File: src/design/slcg_pkg.sv
package slcg_pkg;

	// Generator constants.
	localparam int unsigned LCG_MOD = 714025;
	localparam int unsigned LCG_MUL = 1366;
	localparam int unsigned LCG_ADD = 150889;

	localparam int unsigned TABLE_SIZE = 97;
	localparam int unsigned SLOT_W     = $clog2(TABLE_SIZE);
	localparam int unsigned CNT_W      = $clog2(TABLE_SIZE + 1);

	localparam int unsigned VAL_W  = 20;
	localparam int unsigned SEED_W = 32;

	// The reduction unit takes a 32-bit operand. The quotient estimate uses the
	// operand without its low bits, times a scaled reciprocal of the modulus.
	localparam int unsigned OPND_W      = 32;
	localparam int unsigned DROP_W      = 10;
	localparam int unsigned RECIP_SHIFT = 30;
	localparam longint unsigned RECIP   =
		(64'd1 << (RECIP_SHIFT + DROP_W)) / 64'(LCG_MOD);
	localparam int unsigned RECIP_W = 21;
	localparam int unsigned PROD_W  = OPND_W - DROP_W + RECIP_W;
	localparam int unsigned Q_W     = PROD_W - RECIP_SHIFT;
	localparam int unsigned REM_W   = VAL_W + 1;

	typedef enum logic [1:0] {
		MODE_LCG,
		MODE_SLOT,
		MODE_SEED
	} modu_mode_t;

	typedef struct packed {
		logic                valid;
		modu_mode_t          mode;
		logic [OPND_W-1:0]   operand;
	} modu_req_t;

	typedef struct packed {
		logic              valid;
		logic [Q_W-1:0]    quot;
		logic [VAL_W-1:0]  rem;
	} modu_res_t;

	typedef enum logic [3:0] {
		ST_IDLE,
		ST_SEED,
		ST_SEED_WAIT,
		ST_INIT_ISSUE,
		ST_INIT_WAIT,
		ST_SLOT,
		ST_STEP,
		ST_WAIT_SLOT,
		ST_WAIT_LCG,
		ST_OUT
	} state_t;

endpackage

File: src/design/shuffled_lcg_random_generator_core.sv
// Channel  Handshake                 Payload
// in       in_valid / in_stall       draw
// out      out_valid / out_stall     value, current_state
// cfg      cfg_valid / cfg_ready     seed
//
// No new input is taken until a draw has loaded its result into the output
// register. The first draw after reset or after a seed write first runs the seed
// reduction and 98 generator steps, one at a time through the pipelined
// reduction unit, filling the 97 table entries and then the held value.
// The result sits in an output register, so a stalled output does not hold
// the block while the next draw works; it waits only to load its own result.
// Reset clears the control state, the seed, the generator state and the held value.
module shuffled_lcg_random_generator_core
	import slcg_pkg::*;
(
	input  logic               clk,
	input  logic               arst_n,
	input  logic               in_valid,
	output logic               in_stall,
	input  logic               draw,
	output logic               out_valid,
	input  logic               out_stall,
	output logic [VAL_W-1:0]   value,
	output logic [VAL_W-1:0]   current_state,
	input  logic               cfg_valid,
	output logic               cfg_ready,
	input  logic [SEED_W-1:0]  seed
);

	state_t             state_q, state_next;
	logic [SEED_W-1:0]  seed_q;
	logic               needs_init_q;
	logic [VAL_W-1:0]   lcg_q, held_q;
	logic [CNT_W-1:0]   cnt_q;
	logic [SLOT_W-1:0]  slot_q;
	logic               out_valid_q;
	logic [VAL_W-1:0]   value_q, cur_q;

	modu_req_t          modu_req;
	modu_res_t          modu_res;
	logic               ram_we, ram_re;
	logic [SLOT_W-1:0]  ram_waddr, ram_raddr;
	logic [VAL_W-1:0]   ram_wdata, ram_rdata;
	logic [SLOT_W-1:0]  slot_pick;
	logic [SEED_W-1:0]  seed_dist;
	logic               out_load;

	slcg_modu u_modu (
		.clk    (clk),
		.arst_n (arst_n),
		.req    (modu_req),
		.res    (modu_res)
	);

	slcg_ram #(
		.WIDTH (VAL_W),
		.DEPTH (TABLE_SIZE)
	) u_ram (
		.clk   (clk),
		.we    (ram_we),
		.waddr (ram_waddr),
		.wdata (ram_wdata),
		.re    (ram_re),
		.raddr (ram_raddr),
		.rdata (ram_rdata)
	);

	assign in_stall  = (state_q != ST_IDLE);
	assign cfg_ready = (state_q == ST_IDLE);
	assign out_valid = out_valid_q;
	assign value         = value_q;
	assign current_state = cur_q;

	assign seed_dist = (seed_q <= SEED_W'(LCG_ADD)) ? (SEED_W'(LCG_ADD) - seed_q)
	                                                : (seed_q - SEED_W'(LCG_ADD));
	assign slot_pick = (modu_res.quot >= Q_W'(TABLE_SIZE)) ? SLOT_W'(TABLE_SIZE - 1)
	                                                       : modu_res.quot[SLOT_W-1:0];
	assign out_load  = (state_q == ST_OUT) && (!out_valid_q || !out_stall);

	always_ff @(posedge clk or negedge arst_n) begin
		if (!arst_n) begin
			state_q <= ST_IDLE;
		end else begin
			state_q <= state_next;
		end
	end

	always_comb begin
		state_next       = state_q;
		modu_req.valid   = 1'b0;
		modu_req.mode    = MODE_LCG;
		modu_req.operand = OPND_W'(lcg_q);
		ram_we           = 1'b0;
		ram_waddr        = cnt_q[SLOT_W-1:0];
		ram_wdata        = modu_res.rem;
		ram_re           = 1'b0;
		ram_raddr        = slot_pick;
		unique case (state_q)
			ST_IDLE: begin
				if (in_valid && draw) begin
					state_next = needs_init_q ? ST_SEED : ST_SLOT;
				end
			end
			ST_SEED: begin
				modu_req.valid   = 1'b1;
				modu_req.mode    = MODE_SEED;
				modu_req.operand = seed_dist;
				state_next       = ST_SEED_WAIT;
			end
			ST_SEED_WAIT: begin
				if (modu_res.valid) begin
					state_next = ST_INIT_ISSUE;
				end
			end
			ST_INIT_ISSUE: begin
				modu_req.valid = 1'b1;
				state_next     = ST_INIT_WAIT;
			end
			ST_INIT_WAIT: begin
				if (modu_res.valid) begin
					if (cnt_q == CNT_W'(TABLE_SIZE)) begin
						state_next = ST_SLOT;
					end else begin
						ram_we     = 1'b1;
						state_next = ST_INIT_ISSUE;
					end
				end
			end
			ST_SLOT: begin
				modu_req.valid   = 1'b1;
				modu_req.mode    = MODE_SLOT;
				modu_req.operand = OPND_W'(held_q);
				state_next       = ST_STEP;
			end
			ST_STEP: begin
				modu_req.valid = 1'b1;
				state_next     = ST_WAIT_SLOT;
			end
			ST_WAIT_SLOT: begin
				if (modu_res.valid) begin
					ram_re     = 1'b1;
					state_next = ST_WAIT_LCG;
				end
			end
			ST_WAIT_LCG: begin
				// The generator step result arrives in the cycle after the slot result, so it
				// lines up with the table read data.
				ram_we     = 1'b1;
				ram_waddr  = slot_q;
				state_next = ST_OUT;
			end
			ST_OUT: begin
				if (out_load) begin
					state_next = ST_IDLE;
				end
			end
			default: begin
				state_next = ST_IDLE;
			end
		endcase
	end

	always_ff @(posedge clk or negedge arst_n) begin
		if (!arst_n) begin
			seed_q       <= '0;
			needs_init_q <= 1'b1;
			lcg_q        <= '0;
			held_q       <= '0;
			cnt_q        <= '0;
			out_valid_q  <= 1'b0;
		end else begin
			if (cfg_valid && cfg_ready) begin
				seed_q       <= seed;
				needs_init_q <= 1'b1;
			end
			if (state_q == ST_SEED_WAIT && modu_res.valid) begin
				lcg_q <= modu_res.rem;
				cnt_q <= '0;
			end
			if (state_q == ST_INIT_WAIT && modu_res.valid) begin
				lcg_q <= modu_res.rem;
				if (cnt_q == CNT_W'(TABLE_SIZE)) begin
					held_q       <= modu_res.rem;
					needs_init_q <= 1'b0;
				end else begin
					cnt_q <= cnt_q + CNT_W'(1);
				end
			end
			if (state_q == ST_WAIT_LCG) begin
				lcg_q  <= modu_res.rem;
				held_q <= ram_rdata;
			end
			if (out_load) begin
				out_valid_q <= 1'b1;
			end else if (!out_stall) begin
				out_valid_q <= 1'b0;
			end
		end
	end

	always_ff @(posedge clk) begin
		if (state_q == ST_WAIT_SLOT && modu_res.valid) begin
			slot_q <= slot_pick;
		end
		if (out_load) begin
			value_q <= held_q;
			cur_q   <= lcg_q;
		end
	end

	a_out_from_sequencer: assert property (@(posedge clk) disable iff (!arst_n)
		$rose(out_valid_q) |-> $past(state_q) == ST_OUT)
		else $error("result appeared outside the output state");

	a_no_stray_result: assert property (@(posedge clk) disable iff (!arst_n)
		modu_res.valid |-> (state_q != ST_IDLE && state_q != ST_OUT))
		else $error("reduction result arrived with no step waiting for it");

	a_step_follows_slot: assert property (@(posedge clk) disable iff (!arst_n)
		state_q == ST_WAIT_LCG |-> modu_res.valid)
		else $error("generator step not aligned with table read");

	a_state_in_range: assert property (@(posedge clk) disable iff (!arst_n)
		(lcg_q < VAL_W'(LCG_MOD)) && (held_q < VAL_W'(LCG_MOD)))
		else $error("generator state or held value out of range");

	a_write_in_table: assert property (@(posedge clk) disable iff (!arst_n)
		ram_we |-> ram_waddr < SLOT_W'(TABLE_SIZE))
		else $error("table write beyond last entry");

endmodule

File: src/design/slcg_ram.sv
module slcg_ram #(
	parameter int unsigned WIDTH = 20,
	parameter int unsigned DEPTH = 97,
	parameter int unsigned AW    = $clog2(DEPTH)
) (
	input  logic             clk,
	input  logic             we,
	input  logic [AW-1:0]    waddr,
	input  logic [WIDTH-1:0] wdata,
	input  logic             re,
	input  logic [AW-1:0]    raddr,
	output logic [WIDTH-1:0] rdata
);

	logic [WIDTH-1:0] mem [DEPTH];

	always_ff @(posedge clk) begin
		if (we) begin
			mem[waddr] <= wdata;
		end
		if (re) begin
			rdata <= mem[raddr];
		end
	end

endmodule

File: src/design/slcg_modu.sv
// Four-stage pipelined unit: forms the operand, then divides it by the modulus
// through a reciprocal estimate with one correction step. Returns both the
// quotient and the remainder.
module slcg_modu
	import slcg_pkg::*;
(
	input  logic      clk,
	input  logic      arst_n,
	input  modu_req_t req,
	output modu_res_t res
);

	logic              valid_s1, valid_s2, valid_s3, valid_s4;
	logic [OPND_W-1:0] v_s1, v_s2;
	logic [Q_W-1:0]    q_s2, q_s3, q_s4;
	logic [REM_W-1:0]  r_s3;
	logic [VAL_W-1:0]  r_s4;

	logic [OPND_W-1:0] v_next;
	logic [10:0]       mul_k;
	logic [VAL_W-1:0]  add_k;
	logic [PROD_W-1:0] est_prod;
	logic [OPND_W:0]   back_prod;
	logic [OPND_W-1:0] diff;

	always_comb begin
		mul_k = 11'(TABLE_SIZE);
		add_k = '0;
		if (req.mode == MODE_LCG) begin
			mul_k = 11'(LCG_MUL);
			add_k = VAL_W'(LCG_ADD);
		end
		if (req.mode == MODE_SEED) begin
			v_next = req.operand;
		end else begin
			v_next = OPND_W'(req.operand[VAL_W-1:0]) * OPND_W'(mul_k) + OPND_W'(add_k);
		end
	end

	assign est_prod  = PROD_W'(v_s1[OPND_W-1:DROP_W]) * PROD_W'(RECIP);
	assign back_prod = (OPND_W + 1)'(q_s2) * (OPND_W + 1)'(LCG_MOD);
	assign diff      = v_s2 - back_prod[OPND_W-1:0];

	always_ff @(posedge clk or negedge arst_n) begin
		if (!arst_n) begin
			valid_s1 <= 1'b0;
			valid_s2 <= 1'b0;
			valid_s3 <= 1'b0;
			valid_s4 <= 1'b0;
		end else begin
			valid_s1 <= req.valid;
			valid_s2 <= valid_s1;
			valid_s3 <= valid_s2;
			valid_s4 <= valid_s3;
		end
	end

	always_ff @(posedge clk) begin
		v_s1 <= v_next;
		v_s2 <= v_s1;
		q_s2 <= est_prod[PROD_W-1:RECIP_SHIFT];
		// The estimate is the true quotient or one below it.
		q_s3 <= q_s2;
		r_s3 <= diff[REM_W-1:0];
		if (r_s3 >= REM_W'(LCG_MOD)) begin
			q_s4 <= q_s3 + Q_W'(1);
			r_s4 <= VAL_W'(r_s3 - REM_W'(LCG_MOD));
		end else begin
			q_s4 <= q_s3;
			r_s4 <= r_s3[VAL_W-1:0];
		end
	end

	assign res.valid = valid_s4;
	assign res.quot  = q_s4;
	assign res.rem   = r_s4;

endmodule

File: config.mk
export PLATFORM = sky130hd
export DESIGN_NAME = shuffled_lcg_random_generator_core
export DESIGN_NICKNAME = d
export VERILOG_FILES = /design/src/design/slcg_pkg.sv /design/src/design/shuffled_lcg_random_generator_core.sv /design/src/design/slcg_ram.sv /design/src/design/slcg_modu.sv
export SDC_FILE = /design/constraint.sdc
export NUM_CORES = 2
export LEC_CHECK = 0
export BUFFER_PORTS_ARGS = -buffer_cell sky130_fd_sc_hd__buf_2
export CAP_MARGIN = 20
export CORE_UTILIZATION = 30
export CTS_CLUSTER_DIAMETER = 100
export DETAILED_ROUTE_END_ITERATION = 8
export GPL_TIMING_DRIVEN = 1
export MAX_ROUTING_LAYER = met4
export PLACE_DENSITY_LB_ADDON = 0.12
export SLEW_MARGIN = 10
export SYNTH_ARGS = -nofsm -noshare
export SYNTH_HDL_FRONTEND = slang
export SYNTH_SLANG_ARGS = --single-unit
File: constraint.sdc
create_clock -name clk -period 12.15 [get_ports clk]
set_clock_uncertainty 0.1 [all_clocks]
set_input_delay 0 -clock clk [delete_from_list [all_inputs] [get_ports clk]]
set_output_delay 0 -clock clk [all_outputs]
set_load 0.01 [all_outputs]
==> run_results.csv <==
group,metric,value,unit
final_layout,multi_input_area,35400,µm²
final_layout,area_growth,15.35,%
timing,finalSetupTns,0,ns
placed_design,placed_area,110600,µm²
die,fp.dieArea,348600,µm²
grt,grt_overflow,0,
synthesis,yosys_warnings,0,
die,start_util,0.3022,
critical_path,startpoint_type,"flip-flop",
timing,rsz0062_at_grt,"false",
route,wl_per_cell,27.80,µm
final_layout,finish.instance_area,119800,µm²
critical_path,crit_type,"flip-flop to flip-flop",
synthesis,ys.flop_type,"edfxtp_1",
cts,root_buffer,"clkbuf_16",
cts,cts_buffers,265,
synthesis,synth_edf_count,2007,
critical_path,cp_num_buf_inv,4,
grt,antenna_found_initial,19,
timing,setup_viol,0,
route,via_per_inst,5.234,
timing,slew_headroom,0.1329,
route,routed-via-count,66730,
final_layout,fin_nets,8763,
route,drtAntennaViolNets,0,
critical_path,critPathSlowestCell,"o41ai_1",
route,drt_iter0_markers,6079,
cts,cts_tree,"yes",
critical_path,crit_cells,28,
placed_design,gp_congestion,0.8690,
final_layout,utilization,0.3485,
synthesis,synthDistinctLibCells,88,
synthesis,syn_inst,7756,
job,cap_violations,0,
route,first_pass_iters,6,
critical_path,cp.arrival,9.08,ns
synthesis,syn_area,103900,µm²
outcome,outcome,"finished clean",
grt,grt_pass1_vias,66880,
final_layout,drive_gt1_frac,0.1093,
die,std_cell_rows,215,
die,io_pins,81,
synthesis,syn_avg_cell_area,13.39,µm²
timing,timing.hold.ws,0.1140,ns
cts,clk_pin_slew,0.06,ns
synthesis,ys_seq_elements,2229,
critical_path,crit_family,"compound AO/OA/AOI/OAI gates",
die,die_h,590.4,µm
grt,grt_max_degree,133,
timing,worst_pin_slew,1.289,ns
synthesis,ys_seq_area_frac,0.6273,
critical_path,regToRegStartpoint,"seed_q[18]",
route,drc,0,
route,routed_wl,354.4,mm
placed_design,dp.final_hpwl,215.8,mm
timing,finalCriticalPeriod,8.419,ns
die,die_w,590.4,µm
critical_path,rr_worst_depth,28,
critical_path,cp-startpoint,"seed_q[18]",
die,core,343800,µm²
timing,final_max_slew_viol_count,0,
final_layout,regArea,65250,µm²
hold_path,hold_path_class,"primary input to async pin",
critical_path,r2r_setup_slack,3.73,ns
critical_path,cp.required,12.81,ns
cts,htree_levels,5,
cts,cts_buffer_depth,4,
critical_path,critPathMaxFanout,13,
timing,finalCritPeriodShare,0.6929,
cts,clkSinkCount,2229,
critical_path,r2r_end,"u_modu.v_s1[30]",
cts,clk_latency,0.90,ns
grt,grt_pass1_wl,507.3,mm
final_layout,fillerInstances,33360,
timing,fmax,118.8,MHz
placed_design,portBuffers,80,
grt,grt_use_total,0.2067,
critical_path,crit_path_end_kind,"flip-flop",
synthesis,async_flop_share,0.03993,
critical_path,slowest_delay,0.70,ns
timing,hold_viol,0,
-- worst max path at each step --
stage | to
after detailed placement | u_modu.v_s1[30]
after floorplan | u_modu.v_s1[30]
after CTS | u_modu.v_s1[30]
final | u_modu.v_s1[30]
after global placement | u_modu.v_s1[30]
after global routing | u_modu.v_s1[30]
-- layout make-up --
class,count,share of cell area
flip-flops and latches,2229,0.5445
diodes,6,0.0001253
clock inverters,100,0.006098
well taps,4557,0.04758
clock buffers,362,0.06175
repair buffers,388,0.02617
multi-input cells,4531,0.2954
inverters,578,0.01833
-- layout by cell type, fill, tap and decap left out, types with 88 or more instances in the layout --
master,instances
edfxtp_1,2007
inv_1,569
nor2_1,508
nand2_1,493
a21oi_1,470
ha_1,367
fa_1,365
o21ai_0,348
clkbuf_16,281
o221ai_1,270
o22ai_1,261
buf_4,190
mux2i_1,186
dfxtp_1,110
dlygate4sd3_1,103
nor3_1,99
dfrtp_1,88
-- state kept, by name, indices dropped and copies added (netlist names), 20 cells and up --
| register | cells |
|---|---|
| held_q | 20 |
| u_ram.mem | 1940 |
| lcg_q | 20 |
| value | 20 |
| seed_q | 32 |
| u_modu.v_s2 | 21 |
| u_modu.r_s4 | 20 |
| u_modu.v_s1 | 32 |
| u_modu.r_s3 | 21 |
| u_ram.rdata | 20 |
| current_state | 20 |
-- tightest hold or removal path: cells and delay by family --
| kind | cells | cell delay, ns |
|---|---|---|
| buffers and inverters | 4 | 1.47 |
-- routing by layer --
layer,up-vias,global-route usage,share of wire
li1,29490,-,-
met4,0,0.04505,0.022
met2,2081,0.3124,0.45
met3,453,0.02725,0.058
met1,34710,0.2958,0.47
met5,-,-,0
-- synth_stat cells (100+ instances only) --
| cell | instances | area, µm² |
|---|---|---|
| a21oi_1 | 471 | 2357 |
| nor2_1 | 611 | 2293 |
| o21ai_0 | 348 | 1742 |
| ha_1 | 367 | 4592 |
| dfxtp_1 | 133 | 2663 |
| nor3_1 | 100 | 500.5 |
| fa_1 | 365 | 7307 |
| nand2_1 | 495 | 1858 |
| mux2i_1 | 186 | 1862 |
| o22ai_1 | 261 | 1633 |
| buf_2 | 127 | 635.6 |
| o221ai_1 | 270 | 2365 |
| edfxtp_1 | 2007 | 60270 |
| clkbuf_1 | 260 | 975.9 |
| inv_1 | 571 | 2143 |
-- kinds of logic (layout without fill, tap and decap cells) --
group                      Yosys count  in the layout  share of synthesized area
muxes                              260            260                    0.02605
and+or+nand+nor                   1520           1520                    0.06455
AOI/OAI and AO/OA                 1878           1878                     0.1183
buffers and inverters             1005           1428                    0.03824
adders and majority gates          732            732                     0.1145
DFF                               2229           2229                     0.6273
other                                2             17                 0.00007230
xor gates and xnor gates           130            130                    0.01096
-- timing repair --
item / CTS / global route
endpoints found under the setup margin: 0 / 0
buffers inserted: 0 / 0
gates resized for setup: 0 / 0
hold buffers: 104 / 0
endpoints found under the hold margin: 167 / 0
-- through the flow --
stage,std cells,setup slack (ns)
finish,12750,3.731
global route,12750,3.188
CTS,12740,3.794
detailed placement,12180,3.852
global placement,12170,3.969
floorplan,7765,5.204
Power is not shown: default switching activity piles up to over one toggle a cycle in this logic, so the estimate is an artifact.
